File: config.mk
export PLATFORM = sky130hd
export DESIGN_NAME = ultrasonic_echo_ranger_ema_core
export DESIGN_NICKNAME = d
export VERILOG_FILES = /design/src/hdl/uere_pkg.sv /design/src/hdl/uere_front.sv /design/src/hdl/uere_queue.sv /design/src/hdl/uere_back.sv /design/src/hdl/ultrasonic_echo_ranger_ema_core.sv
export SDC_FILE = /design/constraint.sdc
export NUM_CORES = 2
export LEC_CHECK = 0
export ABC_AREA = 1
export BUFFER_PORTS_ARGS = -buffer_cell sky130_fd_sc_hd__buf_2
export CAP_MARGIN = 20
export CORE_UTILIZATION = 35
export CTS_CLUSTER_SIZE = 25
export DETAILED_ROUTE_END_ITERATION = 10
export SYNTH_ARGS = -nofsm -noshare
export SYNTH_HDL_FRONTEND = slang
export SYNTH_SLANG_ARGS = --single-unit
File: constraint.sdc
create_clock -name clk -period 7.5 [get_ports clk]
set_clock_uncertainty 0.2 [all_clocks]
set_input_delay 2.25 -clock clk [delete_from_list [all_inputs] [get_ports clk]]
set_output_delay 2.25 -clock clk [all_outputs]
set_load 0.02 [all_outputs]
File: src/hdl/uere_pkg.sv
`timescale 1ns / 1ps

package uere_pkg;

    // default channel count of the ranger
    localparam int NUM_CHANNELS_DEFAULT = 4;

    // depth of the queue between front and back
    localparam int QUEUE_DEPTH = 4;

    // configuration register indexes
    localparam logic [2:0] REG_SETTLE_LIMIT  = 3'd0;
    localparam logic [2:0] REG_TRIGGER_TICKS = 3'd1;
    localparam logic [2:0] REG_ECHO_TIMEOUT  = 3'd2;
    localparam logic [2:0] REG_SCALE_Q16     = 3'd3;
    localparam logic [2:0] REG_MIN_DISTANCE  = 3'd4;
    localparam logic [2:0] REG_MAX_DISTANCE  = 3'd5;
    localparam logic [2:0] REG_ALPHA_Q8      = 3'd6;

    // configuration reset values
    localparam logic [15:0] SETTLE_LIMIT_RST  = 16'd1000;
    localparam logic [7:0]  TRIGGER_TICKS_RST = 8'd10;
    localparam logic [15:0] ECHO_TIMEOUT_RST  = 16'd30000;
    localparam logic [15:0] SCALE_Q16_RST     = 16'd17983;
    localparam logic [14:0] MIN_DISTANCE_RST  = 15'd32;
    localparam logic [14:0] MAX_DISTANCE_RST  = 15'd6400;
    localparam logic [8:0]  ALPHA_Q8_RST      = 9'd77;

    // result status codes
    localparam logic [2:0] ST_NONE   = 3'd0;
    localparam logic [2:0] ST_VALID  = 3'd1;
    localparam logic [2:0] ST_NOECHO = 3'd2;
    localparam logic [2:0] ST_LONG   = 3'd3;
    localparam logic [2:0] ST_RANGE  = 3'd4;

    // full weight of the average in Q8
    localparam logic [8:0] ALPHA_ONE = 9'd256;

    typedef struct packed {
        logic [15:0] settle_limit;
        logic [7:0]  trigger_ticks;
        logic [15:0] echo_timeout;
        logic [15:0] scale_q16;
        logic [14:0] min_distance;
        logic [14:0] max_distance;
        logic [8:0]  alpha_q8;
    } cfg_t;

    // one classified tick handed from front to back
    typedef struct packed {
        logic        trig;
        logic        busy;
        logic [2:0]  status;
        logic [1:0]  chan;
        logic        finish;
        logic [15:0] width;
    } q_entry_t;

    // one result beat
    typedef struct packed {
        logic        trigger_level;
        logic        busy_res;
        logic [2:0]  status;
        logic [1:0]  result_channel;
        logic [14:0] raw_distance;
        logic [14:0] filtered_distance;
    } out_t;

endpackage

File: src/hdl/uere_front.sv
`timescale 1ns / 1ps

module uere_front
    import uere_pkg::*;
#(
    parameter int NUM_CHANNELS = NUM_CHANNELS_DEFAULT
)
(
    input  logic     clk,
    input  logic     rst_n,
    input  cfg_t     cfg,
    input  logic     in_valid,
    output logic     in_ready,
    input  logic     start_req,
    input  logic [1:0] channel,
    input  logic     echo_level,
    input  logic     q_full,
    output logic     push,
    output q_entry_t push_data
);

    localparam logic [2:0] PH_IDLE   = 3'd0;
    localparam logic [2:0] PH_SETTLE = 3'd1;
    localparam logic [2:0] PH_TRIG   = 3'd2;
    localparam logic [2:0] PH_RISE   = 3'd3;
    localparam logic [2:0] PH_WIDTH  = 3'd4;

    logic [2:0]  phase_reg, phase_next;
    logic [15:0] cnt_reg, cnt_next;
    logic [1:0]  chan_reg, chan_next;
    logic [15:0] cnt_inc;
    logic [2:0]  st;
    logic        fin;
    logic        accept;

    assign in_ready = !q_full;
    assign accept   = in_valid && in_ready;
    assign push     = accept;
    assign cnt_inc  = cnt_reg + 16'd1;

    // tick sequencer
    always_comb
    begin
        phase_next = phase_reg;
        cnt_next   = cnt_reg;
        chan_next  = chan_reg;
        st         = ST_NONE;
        fin        = 1'b0;
        unique case (phase_reg)
            PH_IDLE:
            begin
                if (start_req && (int'(channel) < NUM_CHANNELS))
                begin
                    chan_next  = channel;
                    cnt_next   = 16'd0;
                    phase_next = PH_SETTLE;
                end
            end
            PH_SETTLE:
            begin
                if (!echo_level || (cnt_reg >= cfg.settle_limit))
                begin
                    cnt_next   = 16'd0;
                    phase_next = PH_TRIG;
                end
                else
                begin
                    cnt_next = cnt_inc;
                end
            end
            PH_TRIG:
            begin
                if (cnt_inc >= {8'd0, cfg.trigger_ticks})
                begin
                    cnt_next   = 16'd0;
                    phase_next = PH_RISE;
                end
                else
                begin
                    cnt_next = cnt_inc;
                end
            end
            PH_RISE:
            begin
                if (echo_level)
                begin
                    cnt_next   = 16'd1;
                    phase_next = PH_WIDTH;
                end
                else if (cnt_reg >= cfg.echo_timeout)
                begin
                    st = ST_NOECHO;
                end
                else
                begin
                    cnt_next = cnt_inc;
                end
            end
            PH_WIDTH:
            begin
                if (echo_level)
                begin
                    if (cnt_reg >= cfg.echo_timeout)
                        st = ST_LONG;
                    else
                        cnt_next = cnt_inc;
                end
                else
                begin
                    fin = 1'b1;
                end
            end
            default:
            begin
                phase_next = PH_IDLE;
            end
        endcase
        // any end of measurement returns to idle
        if ((st != ST_NONE) || fin)
        begin
            phase_next = PH_IDLE;
            cnt_next   = 16'd0;
        end
    end

    // entry for the back part
    always_comb
    begin
        push_data.trig   = (phase_next == PH_TRIG);
        push_data.busy   = (phase_next != PH_IDLE);
        push_data.status = st;
        push_data.chan   = chan_next;
        push_data.finish = fin;
        push_data.width  = cnt_reg;
    end

    always_ff @(posedge clk or negedge rst_n)
    begin
        if (!rst_n)
        begin
            phase_reg <= PH_IDLE;
            cnt_reg   <= 16'd0;
            chan_reg  <= 2'd0;
        end
        else if (accept)
        begin
            phase_reg <= phase_next;
            cnt_reg   <= cnt_next;
            chan_reg  <= chan_next;
        end
    end

endmodule

File: src/hdl/uere_queue.sv
`timescale 1ns / 1ps

module uere_queue
    import uere_pkg::*;
#(
    parameter int DEPTH = QUEUE_DEPTH
)
(
    input  logic     clk,
    input  logic     rst_n,
    input  logic     push,
    input  q_entry_t push_data,
    input  logic     pop,
    output q_entry_t head,
    output logic     full,
    output logic     empty
);

    localparam int PTR_W = (DEPTH > 1) ? $clog2(DEPTH) : 1;
    localparam int CNT_W = $clog2(DEPTH + 1);

    q_entry_t           mem_reg [DEPTH];
    logic [PTR_W-1:0]   wr_reg, rd_reg;
    logic [CNT_W-1:0]   count_reg;

    assign full  = (count_reg == CNT_W'(DEPTH));
    assign empty = (count_reg == '0);
    assign head  = mem_reg[rd_reg];

    // pointer and fill level
    always_ff @(posedge clk or negedge rst_n)
    begin
        if (!rst_n)
        begin
            wr_reg    <= '0;
            rd_reg    <= '0;
            count_reg <= '0;
        end
        else
        begin
            if (push)
                wr_reg <= (wr_reg == PTR_W'(DEPTH - 1)) ? '0 : wr_reg + 1'b1;
            if (pop)
                rd_reg <= (rd_reg == PTR_W'(DEPTH - 1)) ? '0 : rd_reg + 1'b1;
            if (push && !pop)
                count_reg <= count_reg + 1'b1;
            else if (pop && !push)
                count_reg <= count_reg - 1'b1;
        end
    end

    // entry storage
    always_ff @(posedge clk)
    begin
        if (push)
            mem_reg[wr_reg] <= push_data;
    end

endmodule

File: src/hdl/uere_back.sv
`timescale 1ns / 1ps

module uere_back
    import uere_pkg::*;
#(
    parameter int NUM_CHANNELS = NUM_CHANNELS_DEFAULT
)
(
    input  logic     clk,
    input  logic     rst_n,
    input  cfg_t     cfg,
    input  q_entry_t head,
    input  logic     empty,
    output logic     pop,
    output logic     out_valid,
    input  logic     out_ready,
    output out_t     out_data
);

    localparam int CH_W = (NUM_CHANNELS > 1) ? $clog2(NUM_CHANNELS) : 1;

    localparam logic [1:0] B_IDLE  = 2'd0;
    localparam logic [1:0] B_RANGE = 2'd1;
    localparam logic [1:0] B_BLEND = 2'd2;
    localparam logic [1:0] B_OUT   = 2'd3;

    logic [1:0]        bst_reg, bst_next;
    logic              out_valid_reg;
    out_t              out_reg, out_next;
    logic              out_load;
    logic              can_load;

    logic [NUM_CHANNELS-1:0] primed_reg;
    logic [14:0]       avg_reg [NUM_CHANNELS];
    logic              avg_we;
    logic [14:0]       avg_wdata;

    logic [31:0]       prod_reg;
    logic [1:0]        chan_reg;
    logic [14:0]       raw_reg;
    logic              ok_reg;
    logic [23:0]       new_reg, old_reg;

    logic [CH_W-1:0]   idx;
    logic [8:0]        alpha_sat, alpha_rest;
    logic [32:0]       dsum;
    logic [16:0]       scaled;
    logic              in_range;
    logic [24:0]       blend_sum;

    assign can_load   = !out_valid_reg || out_ready;
    assign out_valid  = out_valid_reg;
    assign out_data   = out_reg;
    assign idx        = CH_W'(chan_reg);
    assign alpha_sat  = (cfg.alpha_q8 > ALPHA_ONE) ? ALPHA_ONE : cfg.alpha_q8;
    assign alpha_rest = ALPHA_ONE - alpha_sat;

    // scale with round half up, then range check
    assign dsum     = {1'b0, prod_reg} + 33'd32768;
    assign scaled   = dsum[32:16];
    assign in_range = (scaled >= {2'b00, cfg.min_distance}) &&
                      (scaled <= {2'b00, cfg.max_distance});
    assign blend_sum = {1'b0, new_reg} + {1'b0, old_reg} + 25'd128;

    // back sequencer
    always_comb
    begin
        bst_next  = bst_reg;
        pop       = 1'b0;
        out_load  = 1'b0;
        avg_we    = 1'b0;
        avg_wdata = raw_reg;
        out_next.trigger_level     = head.trig;
        out_next.busy_res          = head.busy;
        out_next.status            = head.status;
        out_next.result_channel    = head.chan;
        out_next.raw_distance      = 15'd0;
        out_next.filtered_distance = 15'd0;
        unique case (bst_reg)
            B_IDLE:
            begin
                if (!empty)
                begin
                    if (head.finish)
                    begin
                        pop      = 1'b1;
                        bst_next = B_RANGE;
                    end
                    else if (can_load)
                    begin
                        pop      = 1'b1;
                        out_load = 1'b1;
                    end
                end
            end
            B_RANGE:
            begin
                bst_next = B_BLEND;
            end
            B_BLEND:
            begin
                bst_next = B_OUT;
            end
            B_OUT:
            begin
                out_next.trigger_level  = 1'b0;
                out_next.busy_res       = 1'b0;
                out_next.result_channel = chan_reg;
                if (can_load)
                begin
                    out_load = 1'b1;
                    bst_next = B_IDLE;
                    if (!ok_reg)
                    begin
                        out_next.status = ST_RANGE;
                    end
                    else
                    begin
                        avg_we = 1'b1;
                        if (primed_reg[idx])
                            avg_wdata = blend_sum[22:8];
                        out_next.status            = ST_VALID;
                        out_next.raw_distance      = raw_reg;
                        out_next.filtered_distance = avg_wdata;
                    end
                end
            end
            default:
            begin
                bst_next = B_IDLE;
            end
        endcase
    end

    // control state
    always_ff @(posedge clk or negedge rst_n)
    begin
        if (!rst_n)
        begin
            bst_reg       <= B_IDLE;
            out_valid_reg <= 1'b0;
            primed_reg    <= '0;
        end
        else
        begin
            bst_reg <= bst_next;
            if (out_load)
                out_valid_reg <= 1'b1;
            else if (out_ready)
                out_valid_reg <= 1'b0;
            if (avg_we)
                primed_reg[idx] <= 1'b1;
        end
    end

    // arithmetic datapath and result register
    always_ff @(posedge clk)
    begin
        if ((bst_reg == B_IDLE) && pop && head.finish)
        begin
            prod_reg <= 32'(head.width) * 32'(cfg.scale_q16);
            chan_reg <= head.chan;
        end
        if (bst_reg == B_RANGE)
        begin
            raw_reg <= scaled[14:0];
            ok_reg  <= in_range;
            new_reg <= 24'(alpha_sat) * 24'(scaled[14:0]);
        end
        if (bst_reg == B_BLEND)
            old_reg <= 24'(alpha_rest) * 24'(avg_reg[idx]);
        if (avg_we)
            avg_reg[idx] <= avg_wdata;
        if (out_load)
            out_reg <= out_next;
    end

endmodule

File: src/hdl/ultrasonic_echo_ranger_ema_core.sv
`timescale 1ns / 1ps

// Ultrasonic echo ranger with a per-channel exponential average.
// Input channel (in_valid/in_ready): one beat per microsecond tick carrying
// start_req, channel and the sampled echo_level of the active sensor.
// Output channel (out_valid/out_ready): exactly one beat per input beat, in
// order, with the trigger drive, busy flag, status and, on a valid sample,
// the raw and averaged distance in sixteenths of a cm.
// A front sequencer times the settle, trigger, rise and width phases and takes
// one tick per cycle while the queue is not full; a four-entry queue feeds the
// back part. Ticks that do not end a width measurement pass through the queue
// into the output register. The tick that ends a width measurement goes
// through the back in steps: scale multiply, range check with the new-sample
// product, old-average product, then the blend and write.
// Throughput is one tick per cycle between measurements while nothing stalls;
// each completed width measurement holds the back in its range, blend and
// output steps; the queue absorbs this or, once full, in_ready goes low.
// When the receiver stalls, the output register holds its beat and the queue
// fills; in_ready drops once the queue is full.
// Reset puts the sequencer in idle, clears the queue and out_valid, marks all
// channel averages as unseeded and loads the configuration defaults.
// Configuration writes (cfg_we, cfg_index, cfg_data) take effect at once.
module ultrasonic_echo_ranger_ema_core
    import uere_pkg::*;
#(
    parameter int NUM_CHANNELS = NUM_CHANNELS_DEFAULT
)
(
    input  logic        clk,
    input  logic        rst_n,
    input  logic        cfg_we,
    input  logic [2:0]  cfg_index,
    input  logic [15:0] cfg_data,
    input  logic        in_valid,
    output logic        in_ready,
    input  logic        start_req,
    input  logic [1:0]  channel,
    input  logic        echo_level,
    output logic        out_valid,
    input  logic        out_ready,
    output logic        trigger_level,
    output logic        busy_res,
    output logic [2:0]  status,
    output logic [1:0]  result_channel,
    output logic [14:0] raw_distance,
    output logic [14:0] filtered_distance
);

    cfg_t     cfg_reg;
    logic     q_full, q_empty, q_push, q_pop;
    q_entry_t q_in, q_head;
    out_t     out_data;

    // configuration registers
    always_ff @(posedge clk or negedge rst_n)
    begin
        if (!rst_n)
        begin
            cfg_reg.settle_limit  <= SETTLE_LIMIT_RST;
            cfg_reg.trigger_ticks <= TRIGGER_TICKS_RST;
            cfg_reg.echo_timeout  <= ECHO_TIMEOUT_RST;
            cfg_reg.scale_q16     <= SCALE_Q16_RST;
            cfg_reg.min_distance  <= MIN_DISTANCE_RST;
            cfg_reg.max_distance  <= MAX_DISTANCE_RST;
            cfg_reg.alpha_q8      <= ALPHA_Q8_RST;
        end
        else if (cfg_we)
        begin
            unique case (cfg_index)
                REG_SETTLE_LIMIT:  cfg_reg.settle_limit  <= cfg_data;
                REG_TRIGGER_TICKS: cfg_reg.trigger_ticks <= cfg_data[7:0];
                REG_ECHO_TIMEOUT:  cfg_reg.echo_timeout  <= cfg_data;
                REG_SCALE_Q16:     cfg_reg.scale_q16     <= cfg_data;
                REG_MIN_DISTANCE:  cfg_reg.min_distance  <= cfg_data[14:0];
                REG_MAX_DISTANCE:  cfg_reg.max_distance  <= cfg_data[14:0];
                REG_ALPHA_Q8:      cfg_reg.alpha_q8      <= cfg_data[8:0];
                default:
                begin
                end
            endcase
        end
    end

    uere_front #(
        .NUM_CHANNELS (NUM_CHANNELS)
    ) u_front (
        .clk        (clk),
        .rst_n      (rst_n),
        .cfg        (cfg_reg),
        .in_valid   (in_valid),
        .in_ready   (in_ready),
        .start_req  (start_req),
        .channel    (channel),
        .echo_level (echo_level),
        .q_full     (q_full),
        .push       (q_push),
        .push_data  (q_in)
    );

    uere_queue #(
        .DEPTH (QUEUE_DEPTH)
    ) u_queue (
        .clk       (clk),
        .rst_n     (rst_n),
        .push      (q_push),
        .push_data (q_in),
        .pop       (q_pop),
        .head      (q_head),
        .full      (q_full),
        .empty     (q_empty)
    );

    uere_back #(
        .NUM_CHANNELS (NUM_CHANNELS)
    ) u_back (
        .clk       (clk),
        .rst_n     (rst_n),
        .cfg       (cfg_reg),
        .head      (q_head),
        .empty     (q_empty),
        .pop       (q_pop),
        .out_valid (out_valid),
        .out_ready (out_ready),
        .out_data  (out_data)
    );

    // result beat fields
    assign trigger_level     = out_data.trigger_level;
    assign busy_res          = out_data.busy_res;
    assign status            = out_data.status;
    assign result_channel    = out_data.result_channel;
    assign raw_distance      = out_data.raw_distance;
    assign filtered_distance = out_data.filtered_distance;

endmodule
# == Word-level counts from Yosys, hierarchy flattened ==
# Memories as Yosys holds them, arrays and structs flattened. A register that Yosys moved wholly into a read port is not among the register bits.
# Index checks and enable logic that the tools add are counted.
# Widths: inputs -> output; s select.
# totals
register_bits,263
ramBits,156
in_bits,28
output_inout_bits,39
word_cells,169
memories,2
# op_classes
addsub,9
n_mul,3
n_lt_le_gt_ge,8
n_eq_ne,22
n_mux,62
bitwise_logic,1
reduce_logical,34
# mem_list
memory,depth,width,rd,rd_clocked_by_memory_dff,write_ports,line_no,source
u_queue.mem_reg,4,24,1,0,1,uere_queue.sv:22,q_entry_t mem_reg [DEPTH];
u_back.avg_reg,4,15,1,1,1,uere_back.sv:34,logic [14:0] avg_reg [NUM_CHANNELS];
# ops
cell,count
$mux 16,7
$pmux 16 s5,1
$mux 15,4
$mux 30,2
$mul 9x15->23,2
$mux 35,1
$add 32x16->33 const B,1
$mux 3,11
$ge 16x16->1,2
$mul 16x16->32,1
$add 23x23->23,1
$add 23x8->23 const B,1
$mux 2,10
$mux 1,19
$ge 17x15->1,1
$le 17x15->1,1
$add 16x1->16 const B,1
$ge 16x8->1,1
$eq 3x2->1 const B,5
$eq 3x3->1 const B,5
$pmux 3 s5,1
$reduce_and 2->1,7
$gt 9x9->1 const B,1
$logic_not 3->1,3
28 further kinds,50

# == Longest topological paths before layout ==
# logic_depth
word_depth,9
mapped_depth,33
mapped_depth_nobuf,33

# == Modules after synthesis ==
# From an unflattened synthesis, not the netlist that was laid out.
# unflattened
cells_unflattened,4550
hier_area_um2,37941.4
# by_module_without_submodules
mod,n_inst,cells_per_inst,area_per_inst_um2,seq_area_each_um2
uere_back,1,3316,26887.0,5560.3
uere_queue,1,332,4355.4,3057.9
ultrasonic_echo_ranger_ema_core,1,421,3739.8,2417.3
uere_front,1,481,2959.1,525.5

# == Worst setup path after synthesis ==
# Ideal clock, no wire load.
# synth_path
kind,register to register
startpoint,register u_queue.rd_reg[0]
endpoint,"register u_back.prod_reg[29], data pin"
setup_time_ns,0.259
t_arrival_ns,6.056
t_required_ns,7.041
slack_ns,0.985
path_stages_with_launch,29
n_path_buf,3
period_less_slack_ns,6.515
cell_sequence,dfrtp_1 > inv_1 > buf_4 > clkbuf_1 > nand2_1 > nand3_1 > nand2_1 > inv_1 > clkbuf_1 > nand2_1 > fa_1 > inv_1 > fa_1 > fa_1 > fa_1 > fa_1 > inv_1 > fa_1 > inv_1 > ha_1 > a21oi_1 > inv_1 > a31oi_1 > o21ai_0 > a21oi_1 > nand2_1 > nand2_1 > nand2_1 > xor2_1
# synth_via
elab_chain_len,2
# synth_rtl
item,line_no,source
from (decl),uere_queue.sv:23,"logic [PTR_W-1:0] wr_reg, rd_reg;"
from (signal assigned),uere_queue.sv:44,rd_reg <= (rd_reg == PTR_W'(DEPTH - 1)) ? '0 : rd_reg + 1'b1;
$mem_v2 4x24,--,
$mul 16x16->32,uere_back.sv:161,prod_reg <= 32'(head.width) * 32'(cfg.scale_q16);
to (signal assigned),uere_back.sv:161,
to (decl),uere_back.sv:38,logic [31:0] prod_reg;
# Every way passes these cells.
# A chain may end at the register's enable or synchronous reset.

# == Worst setup path in the final report ==
# Same ends and word-level chain as after synthesis.

==> summary.md <==
| Metric | Value |
|---|---|
| Gate Count Post-Synth | `4257` |
| F_max | `between 100 and 150 MHz` |
| Critical path class | `flip-flop to flip-flop` |
| Final Setup Violations | `0` |
| Synth area leader | `edfxtp_1` |
| Max reg flops | `95` |
| ANT nets after route | `0` |
| WP data arrival | `between 7 and 8 ns` |
| First DRT Iteration DRCs | `2146` |
| # nets final | `5034` |
| DIE AREA | `105000 um2` |
| Layout fillers | `10400` |
| DRC Markers | `0` |
| Area contributors post-synth | `edfxtp_1 22%, fa_1 21%, ha_1 11%` |
| Worst path required time | `about 7.7 ns` |
| Core area | `around 100000 um2` |
| Reg2reg start | `u_queue.rd_reg[0]$_DFFE_PN0P_` |
| Die X | `around 320 um` |
| CTS root buffer | `clkbuf_16` |
| Drt wl/cell | `roughly 18 um` |
| DRT Wirelength | `101 mm` |
| RSZ-0062 raised after global routing | `no` |
| Predominant post-synthesis flop cell | `edfxtp_1` |
| Crit path from | `u_queue.rd_reg[0]$_DFFE_PN0P_` |
| Routed via count | `28000` |
| TritonCTS Buffers | `46` |
| Post-Place Setup Slack | `between 0.6 and 0.7 ns` |
| Diode count | `0` |
| I/O Buffers | `66` |
| Initial antenna violation count | `0` |
| CP Launch Type | `flip-flop` |
| Sink Count | `402` |
| Total Routing Usage GR | `0.194` |
| Worst-path fanout max | `18` |
| Pin count of the biggest net entering global routing | `87` |
| Remaining global-route overflow | `0` |
| Worst-Skew Late Latency | `between 0.6 and 0.7 ns` |
| Multi-input logic area | `about 21000 um2` |
| Final Max Slew Viols | `0` |
| CTS tree | `yes` |
| Final setup margin | `between 0.6 and 0.7 ns` |
| Reg2Reg Depth | `26` |
| Via density | `approximately 5` |
| Fin. Hold Viols | `0` |
| Longest Clk Path Bufs | `3` |
| Worst slew margin | `0.240` |
| Crit. End Element | `flip-flop` |
| Hold Path Class | `flip-flop to flip-flop` |
| Final period utilization | `0.918` |
| Async S/R FF share, synth | `0.323` |
| Worst slew pin tran | `1.14 ns` |
| Cell count of the worst hold path | `2` |
| Clock transition at the registers of the reported paths | `0.06 ns` |
| Setup_tns | `0 ns` |
| Max Cap Viol | `0` |
| Io pins | `67` |
| Initial core utilization | `0.355` |
| Cell row count | `about 120` |
| Post-cts sizing count | `0` |
| Sequential-to-total area share from yosys stat | `0.315` |
| Ys Warns | `0` |
| Status | `completed` |
| Placer Congestion | `between 0.9 and 1` |
| Post-synth EDFFs | `270` |
| Number of synthesized register bits | `402` |
| P&R area growth vs syn | `10.0%` |
| Net Count, Synth | `between 4000 and 5000` |
| Hold_buf cts | `0` |
| Register area | `11400 um2` |
| H-tree depth | `2` |
| Min Tclk post-route | `~6.9 ns` |
| Unique masters post-synth | `60` |
| Avg Cell Area, Syn | `about 8.5 um2` |
| Vias in the first global route | `~28000` |
| First-pass GRT wire length | `about 160 mm` |
| 1st-pass router iterations | `6` |
| Detail Placement HPWL | `79.7 mm` |
| Final core occ | `0.391` |
| Die Span Y | `324 um` |
| Layout cells sized above 1 | `0.0620` |
| Yosys top cell area share | `0.223` |
| Count leader, synth | `nand2_1` |
| Hold path startpoint | `u_back.primed_reg[2]$_DFFE_PN0P_` |
| Synth cell count leaders | `972 x nand2_1, 840 x inv_1, 430 x nor2_1` |
| Synthesized area | `36400 um2` |
| Postcts setup bufs | `0` |
==> path summary, 6_finish.rpt <==
check / slack [ns] / endpoint
setup reg to reg: 0.62 / u_back.prod_reg[29]$_DFFE_PP_
setup / recovery: 0.62 / u_back.prod_reg[29]$_DFFE_PP_
min in group asynchronous: 1.53 / cfg_reg[31]$_DFFE_PN0P_
hold / removal: 0.27 / u_back.primed_reg[2]$_DFFE_PN0P_
max in group asynchronous: 4.43 / cfg_reg[66]$_DFFE_PN0P_
hold reg to reg: 0.27 / u_back.primed_reg[2]$_DFFE_PN0P_
==> final cells by class <==
class	count	area share
Tap cell	1368	0.0428
Sequential cell	402	0.286
Timing Repair Buffer	119	0.0185
Clock inverter	28	0.00988
Multi-Input combinational cell	2898	0.533
Inverter	854	0.0802
Clock buffer	55	0.0299
==> worst max-delay path, stage by stage, from the launching register on <==
cell,delay (ns)
dfrtp_1,0.39
inv_1,0.09
buf_4,0.23
nand2_1,0.07
nand3_1,0.07
nand2_1,0.09
inv_1,0.46
nand2_1,0.18
fa_1,0.56
inv_1,0.05
fa_1,0.50
fa_1,0.54
fa_1,0.45
fa_1,0.55
inv_1,0.05
fa_1,0.52
inv_1,0.04
ha_1,0.38
a21oi_1,0.23
inv_1,0.06
a31oi_1,0.29
o21ai_0,0.12
a21oi_1,0.12
nand2_1,0.10
nand2_1,0.08
nand2_1,0.06
xor2_1,0.14
==> per-stage QoR <==
step / hold WS [ns] / instances / instance area (um2)
after floorplan: 0.228 / 4257 / 36400
after global placement: 0.250 / 5639 / 38400
after detailed placement: 0.254 / 5639 / 38400
after CTS: 0.271 / 5722 / 40000
after global routing: 0.306 / 5724 / 40000
final: 0.268 / 5724 / 40000
==> cell usage in the layout, fill, tap and decap left out, drive strengths merged, types with 5 or more instances in the layout <==
master	synthesis	routed
a21oi	156	156
inv	844	847
or2	10	10
edfxtp	270	270
bufinv	0	7
ha	309	309
clkbuf	83	56
a31oi	9	9
buf	20	118
fa	376	376
o21a	8	8
o21bai	13	13
nor3	36	36
a21boi	5	5
dfstp	32	32
nand3	176	176
clkinvlp	0	5
xor2	39	39
nand4	36	36
o21ai	241	241
a211oi	6	6
nand2	975	975
nor2	437	437
a21o	8	8
clkinv	10	23
xnor2	24	24
dfrtp	98	98
==> cell families after synthesis <==
group,Yosys count,share of synthesized area
and+or+nand+nor,1684,0.188
buffers and inverters,957,0.0998
AOI/OAI and AO/OA,465,0.0694
adders and majority gates,685,0.313
xor gates and xnor gates,63,0.0152
DFF,402,0.315
muxes,1,0.000310
==> layer usage <==
metal	GRT usage	vias to the layer above	wire length [um]
met3	0.0296	154	6030
met4	0.0615	0	3220
met5	0	-	0
met1	0.263	13600	45300
li1	-	13400	-
met2	0.316	824	46000
Power is not shown: default switching activity piles up to over one toggle a cycle in this logic, so the estimate is an artifact.
